--- src/rtl/b64d_pkg.sv ---
`timescale 1ns / 1ps

package b64d_pkg;

  // Padding character '='
  localparam logic [7:0] PAD_CODE = 8'h3D;

  // Byte slots within a decoded group, most significant first
  localparam logic [1:0] SLOT_HI  = 2'd0;
  localparam logic [1:0] SLOT_MID = 2'd1;
  localparam logic [1:0] SLOT_LO  = 2'd2;

  // Character positions within a four-character group
  localparam logic [1:0] POS_LAST = 2'd3;

  // One decoded group handed from the front to the back
  typedef struct packed {
    logic [23:0] word;          // four sextets, first character on top
    logic [1:0]  count;         // bytes to send, 1 to 3
    logic        stream_last;   // group closes the string
    logic        length_error;  // string ended on a partial group
  } group_job_t;

  // Queue occupancy seen by its neighbors
  typedef struct packed {
    logic empty;
    logic full;
  } queue_status_t;

  // Map a character code to its 6-bit value; '=' and strangers give zero
  function automatic logic [5:0] sextet_of(input logic [7:0] c);
    logic [7:0] diff;
    begin
      diff = 8'd0;
      if (c >= 8'h41 && c <= 8'h5A) begin
        diff = c - 8'h41;
      end else if (c >= 8'h61 && c <= 8'h7A) begin
        diff = c - 8'h61 + 8'd26;
      end else if (c >= 8'h30 && c <= 8'h39) begin
        diff = c - 8'h30 + 8'd52;
      end else if (c == 8'h2B) begin
        diff = 8'd62;
      end else if (c == 8'h2F) begin
        diff = 8'd63;
      end
      sextet_of = diff[5:0];
    end
  endfunction

endpackage

--- src/rtl/b64d_char_if.sv ---
`timescale 1ns / 1ps

interface b64d_char_if;
  logic       valid;
  logic       ready;
  logic [7:0] char_code;
  logic       end_of_text;

  modport source (output valid, output char_code, output end_of_text, input ready);
  modport sink   (input valid, input char_code, input end_of_text, output ready);
endinterface

--- src/rtl/b64d_byte_if.sv ---
`timescale 1ns / 1ps

interface b64d_byte_if;
  logic       valid;
  logic       ready;
  logic [7:0] byte_value;
  logic       run_last;
  logic       stream_last;
  logic       length_error;

  modport source (output valid, output byte_value, output run_last,
                  output stream_last, output length_error, input ready);
  modport sink   (input valid, input byte_value, input run_last,
                  input stream_last, input length_error, output ready);
endinterface

--- src/rtl/b64d_front.sv ---
`timescale 1ns / 1ps

module b64d_front
  import b64d_pkg::*;
(
  input  logic          clk,
  input  logic          rst,
  b64d_char_if.sink     chars,
  input  queue_status_t qstat,
  output logic          push,
  output group_job_t    job
);

  logic [17:0] acc;
  logic [1:0]  pos;
  logic        third_pad;

  logic        take;
  logic        is_pad;
  logic [5:0]  sextet;
  logic        drop_last;
  logic        drop_third;

  // Characters flow whenever the queue has room
  assign chars.ready = !qstat.full;
  assign take        = chars.valid && chars.ready;

  assign is_pad = (chars.char_code == PAD_CODE);
  assign sextet = sextet_of(chars.char_code);

  // A group leaves on its fourth character or on an early end
  assign push = take && ((pos == POS_LAST) || chars.end_of_text);

  assign drop_last  = chars.end_of_text && is_pad;
  assign drop_third = chars.end_of_text && third_pad;

  always_comb begin
    if (pos == POS_LAST) begin
      job.word         = {acc, sextet};
      job.count        = 2'd3 - {1'b0, drop_last} - {1'b0, drop_third};
      job.stream_last  = chars.end_of_text;
      job.length_error = 1'b0;
    end else begin
      // partial group: a single error beat with a zero byte
      job.word         = 24'd0;
      job.count        = 2'd1;
      job.stream_last  = 1'b1;
      job.length_error = 1'b1;
    end
  end

  // Group accumulation
  always_ff @(posedge clk) begin
    if (rst) begin
      acc       <= 18'd0;
      pos       <= 2'd0;
      third_pad <= 1'b0;
    end else if (take) begin
      if (push) begin
        acc       <= 18'd0;
        pos       <= 2'd0;
        third_pad <= 1'b0;
      end else begin
        acc <= {acc[11:0], sextet};
        pos <= pos + 2'd1;
        if (pos == 2'd2) begin
          third_pad <= is_pad;
        end
      end
    end
  end

  // A string end always brings the group back to its start
  a_end_clears: assert property (@(posedge clk) disable iff (rst)
    (take && chars.end_of_text) |=> (pos == 2'd0 && acc == 18'd0))
    else $error("group state not cleared after end of text");

endmodule

--- src/rtl/b64d_queue.sv ---
`timescale 1ns / 1ps

module b64d_queue
  import b64d_pkg::*;
#(
  parameter int DEPTH = 4
) (
  input  logic          clk,
  input  logic          rst,
  input  logic          push,
  input  group_job_t    wr_job,
  input  logic          pop,
  output group_job_t    head,
  output queue_status_t qstat
);

  localparam int PW = $clog2(DEPTH);
  localparam int CW = $clog2(DEPTH + 1);
  localparam logic [PW-1:0] LAST_SLOT = PW'(DEPTH - 1);
  localparam logic [CW-1:0] FULL_CNT  = CW'(DEPTH);

  group_job_t    slots [DEPTH];
  logic [PW-1:0] wr_ptr;
  logic [PW-1:0] rd_ptr;
  logic [CW-1:0] fill;

  assign qstat.empty = (fill == '0);
  assign qstat.full  = (fill == FULL_CNT);
  assign head        = slots[rd_ptr];

  // Storage
  always_ff @(posedge clk) begin
    if (push) begin
      slots[wr_ptr] <= wr_job;
    end
  end

  // Pointers and fill count
  always_ff @(posedge clk) begin
    if (rst) begin
      wr_ptr <= '0;
      rd_ptr <= '0;
      fill   <= '0;
    end else begin
      if (push) begin
        wr_ptr <= (wr_ptr == LAST_SLOT) ? '0 : wr_ptr + 1'b1;
      end
      if (pop) begin
        rd_ptr <= (rd_ptr == LAST_SLOT) ? '0 : rd_ptr + 1'b1;
      end
      if (push && !pop) begin
        fill <= fill + 1'b1;
      end else if (pop && !push) begin
        fill <= fill - 1'b1;
      end
    end
  end

  a_no_overflow: assert property (@(posedge clk) disable iff (rst)
    !(push && qstat.full))
    else $error("push into full queue");

  a_no_underflow: assert property (@(posedge clk) disable iff (rst)
    !(pop && qstat.empty))
    else $error("pop from empty queue");

endmodule

--- src/rtl/b64d_back.sv ---
`timescale 1ns / 1ps

module b64d_back
  import b64d_pkg::*;
(
  input  logic          clk,
  input  logic          rst,
  input  group_job_t    head,
  input  queue_status_t qstat,
  output logic          pop,
  b64d_byte_if.source   decoded
);

  logic [1:0] slot;
  logic       take;
  logic       fin;
  logic [7:0] sel_byte;

  logic       out_valid;
  logic [7:0] out_byte;
  logic       out_run_last;
  logic       out_stream_last;
  logic       out_err;

  // Load the output register when it is empty or being drained
  assign take = !qstat.empty && (!out_valid || decoded.ready);
  assign fin  = (slot + 2'd1 == head.count);
  assign pop  = take && fin;

  always_comb begin
    case (slot)
      SLOT_HI:  sel_byte = head.word[23:16];
      SLOT_MID: sel_byte = head.word[15:8];
      SLOT_LO:  sel_byte = head.word[7:0];
      default:  sel_byte = 8'd0;
    endcase
  end

  // Byte index within the head group
  always_ff @(posedge clk) begin
    if (rst) begin
      slot <= SLOT_HI;
    end else if (take) begin
      slot <= fin ? SLOT_HI : slot + 2'd1;
    end
  end

  // Output register
  always_ff @(posedge clk) begin
    if (rst) begin
      out_valid <= 1'b0;
    end else if (take) begin
      out_valid <= 1'b1;
    end else if (decoded.ready) begin
      out_valid <= 1'b0;
    end
  end

  always_ff @(posedge clk) begin
    if (take) begin
      out_byte        <= sel_byte;
      out_run_last    <= fin;
      out_stream_last <= fin && head.stream_last;
      out_err         <= head.length_error;
    end
  end

  assign decoded.valid        = out_valid;
  assign decoded.byte_value   = out_byte;
  assign decoded.run_last     = out_run_last;
  assign decoded.stream_last  = out_stream_last;
  assign decoded.length_error = out_err;

  a_slot_in_group: assert property (@(posedge clk) disable iff (rst)
    !qstat.empty |-> (slot < head.count))
    else $error("byte index beyond group size");

endmodule

--- src/rtl/base64_decoder.sv ---
`timescale 1ns / 1ps

// Channel   Dir  Payload                                          Beat
// chars     in   char_code[7:0], end_of_text                      one character
// decoded   out  byte_value[7:0], run_last, stream_last,          one byte or one
//                length_error                                     length-error mark
//
// One character is taken per cycle; a full group comes out as up to three
// bytes at one byte per cycle, so the sustained rate is one character a cycle.
// Each group is written to the queue, then sent through the output register.
// The group queue (QUEUE_DEPTH entries) lets the character side keep running
// while the byte side is stalled; chars.ready drops only when it is full.
// Reset (rst, synchronous) clears the group state, the queue and the output.

module base64_decoder
  import b64d_pkg::*;
#(
  parameter int QUEUE_DEPTH = 4
) (
  input  logic        clk,
  input  logic        rst,
  b64d_char_if.sink   chars,
  b64d_byte_if.source decoded
);

  queue_status_t qstat;
  group_job_t    wr_job;
  group_job_t    head;
  logic          push;
  logic          pop;

  b64d_front u_front (
    .clk   (clk),
    .rst   (rst),
    .chars (chars),
    .qstat (qstat),
    .push  (push),
    .job   (wr_job)
  );

  b64d_queue #(
    .DEPTH (QUEUE_DEPTH)
  ) u_queue (
    .clk    (clk),
    .rst    (rst),
    .push   (push),
    .wr_job (wr_job),
    .pop    (pop),
    .head   (head),
    .qstat  (qstat)
  );

  b64d_back u_back (
    .clk     (clk),
    .rst     (rst),
    .head    (head),
    .qstat   (qstat),
    .pop     (pop),
    .decoded (decoded)
  );

endmodule

--- src/flat_wrapper.sv ---
// flat-port wrapper written by rule: the top's interface ports become plain ports
module base64_decoder_flat import b64d_pkg::*;
#(
  parameter int QUEUE_DEPTH = 4
)
  (clk, rst, chars_valid, chars_char_code, chars_end_of_text, chars_ready, decoded_valid, decoded_byte_value, decoded_run_last, decoded_stream_last, decoded_length_error, decoded_ready);
  b64d_char_if chars_i ();
  b64d_byte_if decoded_i ();
  input  logic clk;
  input  logic rst;
  input wire logic [$bits(chars_i.valid)-1:0] chars_valid;
  input wire logic [$bits(chars_i.char_code)-1:0] chars_char_code;
  input wire logic [$bits(chars_i.end_of_text)-1:0] chars_end_of_text;
  output wire logic [$bits(chars_i.ready)-1:0] chars_ready;
  output wire logic [$bits(decoded_i.valid)-1:0] decoded_valid;
  output wire logic [$bits(decoded_i.byte_value)-1:0] decoded_byte_value;
  output wire logic [$bits(decoded_i.run_last)-1:0] decoded_run_last;
  output wire logic [$bits(decoded_i.stream_last)-1:0] decoded_stream_last;
  output wire logic [$bits(decoded_i.length_error)-1:0] decoded_length_error;
  input wire logic [$bits(decoded_i.ready)-1:0] decoded_ready;
  assign chars_i.valid = chars_valid;
  assign chars_i.char_code = chars_char_code;
  assign chars_i.end_of_text = chars_end_of_text;
  assign chars_ready = chars_i.ready;
  assign decoded_valid = decoded_i.valid;
  assign decoded_byte_value = decoded_i.byte_value;
  assign decoded_run_last = decoded_i.run_last;
  assign decoded_stream_last = decoded_i.stream_last;
  assign decoded_length_error = decoded_i.length_error;
  assign decoded_i.ready = decoded_ready;
  base64_decoder #(.QUEUE_DEPTH(QUEUE_DEPTH)) u_core (.clk(clk), .rst(rst), .chars(chars_i), .decoded(decoded_i));
endmodule
--- config.mk ---
export PLATFORM = sky130hd
export DESIGN_NAME = base64_decoder_flat
export DESIGN_NICKNAME = d
export VERILOG_FILES = /design/src/rtl/b64d_pkg.sv /design/src/rtl/b64d_char_if.sv /design/src/rtl/b64d_byte_if.sv /design/src/rtl/b64d_front.sv /design/src/rtl/b64d_queue.sv /design/src/rtl/b64d_back.sv /design/src/rtl/base64_decoder.sv /design/src/flat_wrapper.sv
export SDC_FILE = /design/constraint.sdc
export NUM_CORES = 1
export LEC_CHECK = 0
export ABC_AREA = 1
export BUFFER_PORTS_ARGS = -buffer_cell sky130_fd_sc_hd__buf_2
export CORE_MARGIN = 1
export CORE_UTILIZATION = 45
export CTS_CLUSTER_SIZE = 30
export DETAILED_ROUTE_END_ITERATION = 10
export GPL_TIMING_DRIVEN = 0
export HOLD_SLACK_MARGIN = 0.1
export PLACE_DENSITY = 0.69
export SETUP_SLACK_MARGIN = 0.5
export SLEW_MARGIN = 20
export SYNTH_ARGS = -nofsm -noshare
export SYNTH_HDL_FRONTEND = slang
export SYNTH_SLANG_ARGS = --single-unit
export TNS_END_PERCENT = 10
--- constraint.sdc ---
create_clock -name clk -period 2.85 [get_ports clk]
set_input_delay 0.4275 -clock clk [delete_from_list [all_inputs] [get_ports clk]]
set_output_delay 0.4275 -clock clk [all_outputs]
set_load 0.1 [all_outputs]
# After elaboration in Yosys (flattened, before gate mapping)
# Memory sizes are Yosys's and may differ from the RTL's. A register that Yosys moved wholly into a read port is not among the register bits.
# Index checks and enable logic that the tools add are counted.
# word_totals
elab_cells,90
mem_count,1
out_inout_bits,13
register_bits,42
ram_bits,112
in_bits,13
# classes
magnitude_cmp,6
addsub,13
muxes,22
reduce_logical,25
eq_ne,11
# mem_list
memory,words,word_bits,rd,rd_clocked_by_memory_dff,write_ports,line,source
u_core.u_queue.slots,4,28,1,1,1,b64d_queue.sv:22,group_job_t slots [DEPTH];
# op_table
operator,n
6-bit two-way mux,5
28-bit two-way mux,1
8-bit by 6-bit == test with 1-bit output (second input constant),3
8-bit one-hot mux with 3 select lines,1
18-bit two-way mux,1
8-bit by 7-bit >= comparator with 1-bit output (second input constant),2
8-bit by 7-bit <= comparator with 1-bit output (second input constant),2
1-bit logical AND,12
2-bit two-way mux,6
6-bit subtractor (second input constant),2
2-bit == test (second input constant),5
2-bit by 1-bit adder with 2-bit output (second input constant),4
8-bit by 6-bit >= comparator with 1-bit output (second input constant),1
8-bit by 6-bit <= comparator with 1-bit output (second input constant),1
6-bit by 5-bit adder with 6-bit output (second input constant),1
6-bit adder (second input constant),1
1-bit two-way mux,6
3-bit two-way mux,2
2-bit nonzero test,3
6-bit by 1-bit subtractor with 6-bit output (second input constant),1
1-bit zero test,5
3-bit by 1-bit adder with 3-bit output (second input constant),1
3-bit == test (second input constant),1
3-bit zero test,1
8 further kinds,9

# Depth between registers and ports, before layout
# depth
ltp_word,8
depth_mapped,16
ltp_nobuf,14

# By module
# A second synthesis with hierarchy kept.
# unflattened
cells_unflattened,723
area_unflattened_um2,7181.9
# modules_own_cells
module,area_per_inst_um2,cells_per_inst,seq_area_each_um2,instances
b64d_queue,4614.4,330,3543.4,1
b64d_front,1774.2,291,420.4,1
b64d_back,793.3,102,390.4,1

# Worst setup path before layout
# OpenSTA, ideal clock, no wires.
# synth_path
path_kind,register -> register
from,reg u_core.u_queue.fill[1]
to,mem u_core.u_queue.slots[3][0] in the netlist's numbering (enable)
setup_time_ns,0.413
stages_incl_launch_ff,7
setup_slack_ns,-0.494
synth_period_minus_slack_ns,3.344
t_arrival_ns,2.931
path_buffers,0
required_time_ns,2.437
path_cell_list,dfxtp_1 inv_2 nand3_1 nand2_1 nor2_1 inv_2 nor2_1
# synth_between
elab_chain_len,6
# synth_rtl
item,line,source
"start, declared",b64d_queue.sv:25,logic [CW-1:0] fill;
"start signal, assigned",b64d_queue.sv:52,fill <= fill + 1'b1;
"start signal, assigned",b64d_queue.sv:54,fill <= fill - 1'b1;
3-bit == test,b64d_queue.sv:28,assign qstat.full = (fill == FULL_CNT);
1-bit zero test,b64d_front.sv:25,assign chars.ready = !qstat.full;
via chars_ready,flat_wrapper.sv:14,output wire logic [$bits(chars_i.ready)-1:0] chars_ready;
1-bit logical AND,b64d_front.sv:26,assign take = chars.valid && chars.ready;
1-bit logical AND,b64d_front.sv:32,assign push = take && ((pos == POS_LAST) || chars.end_of_text);
via u_core.push,base64_decoder.sv:29,logic push;
1-bit two-way mux,b64d_queue.sv:33,if (push) begin
1-bit two-way mux (implied by the code),b64d_queue.sv:34,slots[wr_ptr] <= wr_job;
"end, declared",b64d_queue.sv:22,
# The timed path passes the listed nets, and every way through them passes these cells.

==> results.txt <==
----------------------------------------------------
[Detailed routing]
  Wirelength, routed ... 16400 um
  Mean number of vias per cell ... 5.39
  Via count ... 5178
  DRC violations left ... 0
  Routed length per instance ... 17.1 um
  Pre-antenna DRT Iters ... 5
  Number of DRC markers in iteration 0 ... 444
  Antenna Nets Post-Route ... 0

[CTS]
  Hold-fix buffer count after cts ... 0
  Number of buffers added by the clock tree synthesis step ... 17
  Clock Pin Slew Worst Setup and Hold Paths ... 0.06 ns
  CTS max path bufs ... 2
  Root buf cell ... sky130_fd_sc_hd__clkbuf_16
  H-Tree Level Count ... 4
  Clock insertion delay at the later pin of the skew report ... 0.43 ns
  Number of clock sinks seen by CTS ... 156
  TritonCTS clock tree ... done

[Setup path]
  Crit path DAT ... 2.55 ns
  Worst setup path class ... reg -> reg
  CP max stage delay ... 0.43 ns
  Buffers plus inverters on the worst setup path ... 4
  Reg-to-Reg End ... u_core.u_queue.fill[1]
  Crit-path slowest cell ... sky130_fd_sc_hd__fa_2
  Critical path cell sequence ... buf_6 > inv_2 > buf_8 > nand2_2 > nand3_1 > nand2_2 > xor2_2 > nand3_4 > ha_2 > inv_2 > fa_2 > o21ai_0 > a21oi_1
  Category of cells accounting for the largest share of critical-path delay ... adder cells
  Worst Path Max Fanout ... 7
  Endpoint class of the critical path ... flop
  Required arrival time at the worst endpoint ... 3.17 ns
  Reg-to-reg slack, setup ... 0.62 ns
  Worst R2R Path Depth ... 13
  Startpoint class of the critical path ... flop

[Logic synthesis]
  Cell area after technology mapping ... 6980 um2
  Syn avg cell area ... 9.92 um2
  Synth Register Bits ... 156
  Distinct cell type count after synthesis ... 26
  Sequential element share of the synthesized area ... 62.4%
  Most area-hungry cell type in the Yosys netlist ... sky130_fd_sc_hd__edfxtp_1
  Cell with the most instances after synthesis ... sky130_fd_sc_hd__nand2_1
  Synth Flop Type ... sky130_fd_sc_hd__edfxtp_1
  Syn nets ... 739
  YS warnings ... 0
  Post-synth top cells ... sky130_fd_sc_hd__nand2_1, sky130_fd_sc_hd__edfxtp_1, sky130_fd_sc_hd__nor2_1
  Ranking of synthesized cells by area ... sky130_fd_sc_hd__edfxtp_1, sky130_fd_sc_hd__dfxtp_1, sky130_fd_sc_hd__nand2_1
  Synth top area share ... 52.9%
  Count of flip-flops with a built-in enable after synthesis ... 123
  Fraction of registers with async set or reset after synthesis ... 0%
  Syn Inst Count ... 703

[Power]
  Proportion of power drawn by combinational gates ... 30.7%
  Switching power ... 2.60 mW
  Power per Cell Area ... 876 nW/um2
  Internal power summed over all cells ... 4.51 mW
  Post-route total power ... 7.11 mW
  Peak VDD IR ... 672 uV
  Static Leakage ... 3.37 nW
  Sw frac ... 36.6%
  Relative contribution of the clock network to total power ... 30.4%
  Reg power frac ... 38.9%

[Layout]
  Number of nets at the end of the flow ... 796
  Register Area ... 4360 um2
  Post-route insts no fill ... 961
  Fillers ... 1291
  Utilization of the core after routing ... 53.5%
  Area of all placed cells without fillers ... 8110 um2
  Number of antenna cells inserted ... 0
  Layout cells sized above 1 ... 15.0%
  Area Overhead vs Synth ... 16.2%
  Multi-input gate area in the final layout ... 2290 um2

[STA]
  Peak clock frequency supported by timing ... 0.448 GHz
  Transition time of the tightest slew-check pin ... 0.610 ns
  Worst slack on hold paths ... 0.230 ns
  Number of pins exceeding their max-slew limit in the final report ... 0
  Setup repair after global routing missed its margin ... no
  Final cycle utilization of the critical path ... 78.3%
  Final setup violation count ... 0
  Period minus WS final ... 2.23 ns
  Number of hold-slack violations in the final timing report ... 0
  Setup TNS after final layout ... 0 ns
  Relative slew slack ... 59.3%
  Worst clock skew ... 0.00998 ns
  Setup WS post-layout ... 0.619 ns

[Global routing]
  Pin count of the biggest net entering global routing ... 17
  Initial antenna violation count ... 0
  Global-route wire length before repair ... 25800 um
  Vias in the first global route ... 4831
  Total global-route track usage ... 21.6%
  Overflow left after global routing ... 0

[Outcome]
  Run status ... complete, no violations

[Placed design]
  Placed inst area ... 7380 um2
  Number of buffers inserted by port buffering ... 25
  Number of cells in the design after placement ... 916
  Gpl congestion ... 0.869
  Post-Place Worst Slack ... 0.236 ns
  Detailed Place HPWL ... 10600 um

[Flow run]
  Max-cap violations ... 0

[Floorplan]
  Ports placed on the boundary ... 26
  Effective utilization at floorplan ... 46.1%
  Horizontal extent of the die ... 127 um
  # rows ... 45
  Die Y-Extent ... 127 um
  Area of the die ... 16000 um2
  Area of the core ... 15100 um2

[Worst hold path]
  Cell depth of the worst hold path ... 2
  End point of the most critical hold path ... u_core.u_queue.wr_ptr[0]
  Min-delay worst type ... in -> reg
  Hold path start ... rst

----------------------------------------------------
-- power by group through the flow --
stage	logic [mW]	clock network (mW)	registers (mW)
final	2.18	2.16	2.76
after CTS	2.08	2.17	2.76
after global routing	2.35	2.27	2.78
after floorplan	0.967	0	3.44
after global placement	2.01	0	2.80
after detailed placement	2.04	0	2.81
-- cell type report --
cell class,instances,share of cell area (%)
Tap cell,188,2.90
Inverter,81,3.75
Buffer,29,1.73
Sequential cell,156,53.7
Multi-Input combinational cell,441,28.3
Clock buffer,21,5.43
Clock inverter,11,1.50
Timing Repair Buffer,34,2.68
-- cell families (layout without fill, tap and decap cells) --
logic type | after synthesis | after routing | share of synthesized area, %
buffers and inverters | 110 | 176 | 6.24
adders and majority gates | 23 | 23 | 4.23
and+or+nand+nor | 289 | 293 | 16.9
AOI/OAI and AO/OA | 117 | 117 | 8.98
DFF | 156 | 156 | 62.4
xor gates and xnor gates | 8 | 8 | 1.22
-- what timing repair did --
item,CTS,global route
endpoints found under the setup margin,114,86
resized for setup,4,12
cloned,4,0
setup buffers,2,7
pin swaps,4,6
-- cells in the final DEF, fill, tap and decap left out, types with 25 or more instances in the layout --
cell	Yosys	routed
sky130_fd_sc_hd__nand2_1	156	156
sky130_fd_sc_hd__buf_2	9	34
sky130_fd_sc_hd__nand3_1	38	37
sky130_fd_sc_hd__dfxtp_1	33	30
sky130_fd_sc_hd__nor2_1	82	76
sky130_fd_sc_hd__inv_1	66	66
sky130_fd_sc_hd__o22ai_1	25	25
sky130_fd_sc_hd__o21ai_1	43	44
sky130_fd_sc_hd__edfxtp_1	123	123
sky130_fd_sc_hd__a21oi_1	30	30
-- worst max-delay path by stage --
| stage | from | to | depth (start not counted) |
|---|---|---|---|
| finish | flop | u_core.u_queue.fill[1] | 13 |
| global route | flop | u_core.u_queue.fill[2] | 16 |
| CTS | u_core.u_front.pos[1] | u_core.u_queue.fill[2] | 12 |
| detailed placement | u_core.u_front.pos[1] | u_core.u_queue.slots[3][27] | 6 |
| global placement | u_core.u_front.pos[1] | u_core.u_queue.slots[3][27] | 6 |
| floorplan | u_core.u_queue.fill[0] | u_core.u_queue.fill[2] | 12 |
-- routing by layer --
| layer | wire length (um) | up-vias | part of all wire, % | GRT usage [%] |
|---|---|---|---|---|
| li1 | - | 2471 | - | - |
| met1 | 7050 | 2499 | 43 | 28.1 |
| met2 | 8190 | 190 | 50 | 36.2 |
| met3 | 961 | 18 | 5.9 | 4.47 |
| met4 | 217 | 0 | 1.3 | 7.09 |
| met5 | 0 | - | 0 | 0 |
-- flip-flops by register name, indices dropped and copies added, names as in the netlist, named ones only --
signal	count
u_core.u_back.decoded.byte_value	8
u_core.u_queue.slots	112
u_core.u_back.decoded.length_error	1
u_core.u_queue.rd_ptr	2
u_core.u_front.pos	2
u_core.u_queue.fill	3
u_core.u_back.slot	2
u_core.u_queue.wr_ptr	2
u_core.u_back.decoded.valid	1
u_core.u_front.third_pad	1
u_core.u_back.decoded.stream_last	1
u_core.u_front.acc	18
u_core.u_back.decoded.run_last	1
(Power assumes the default switching activity.)
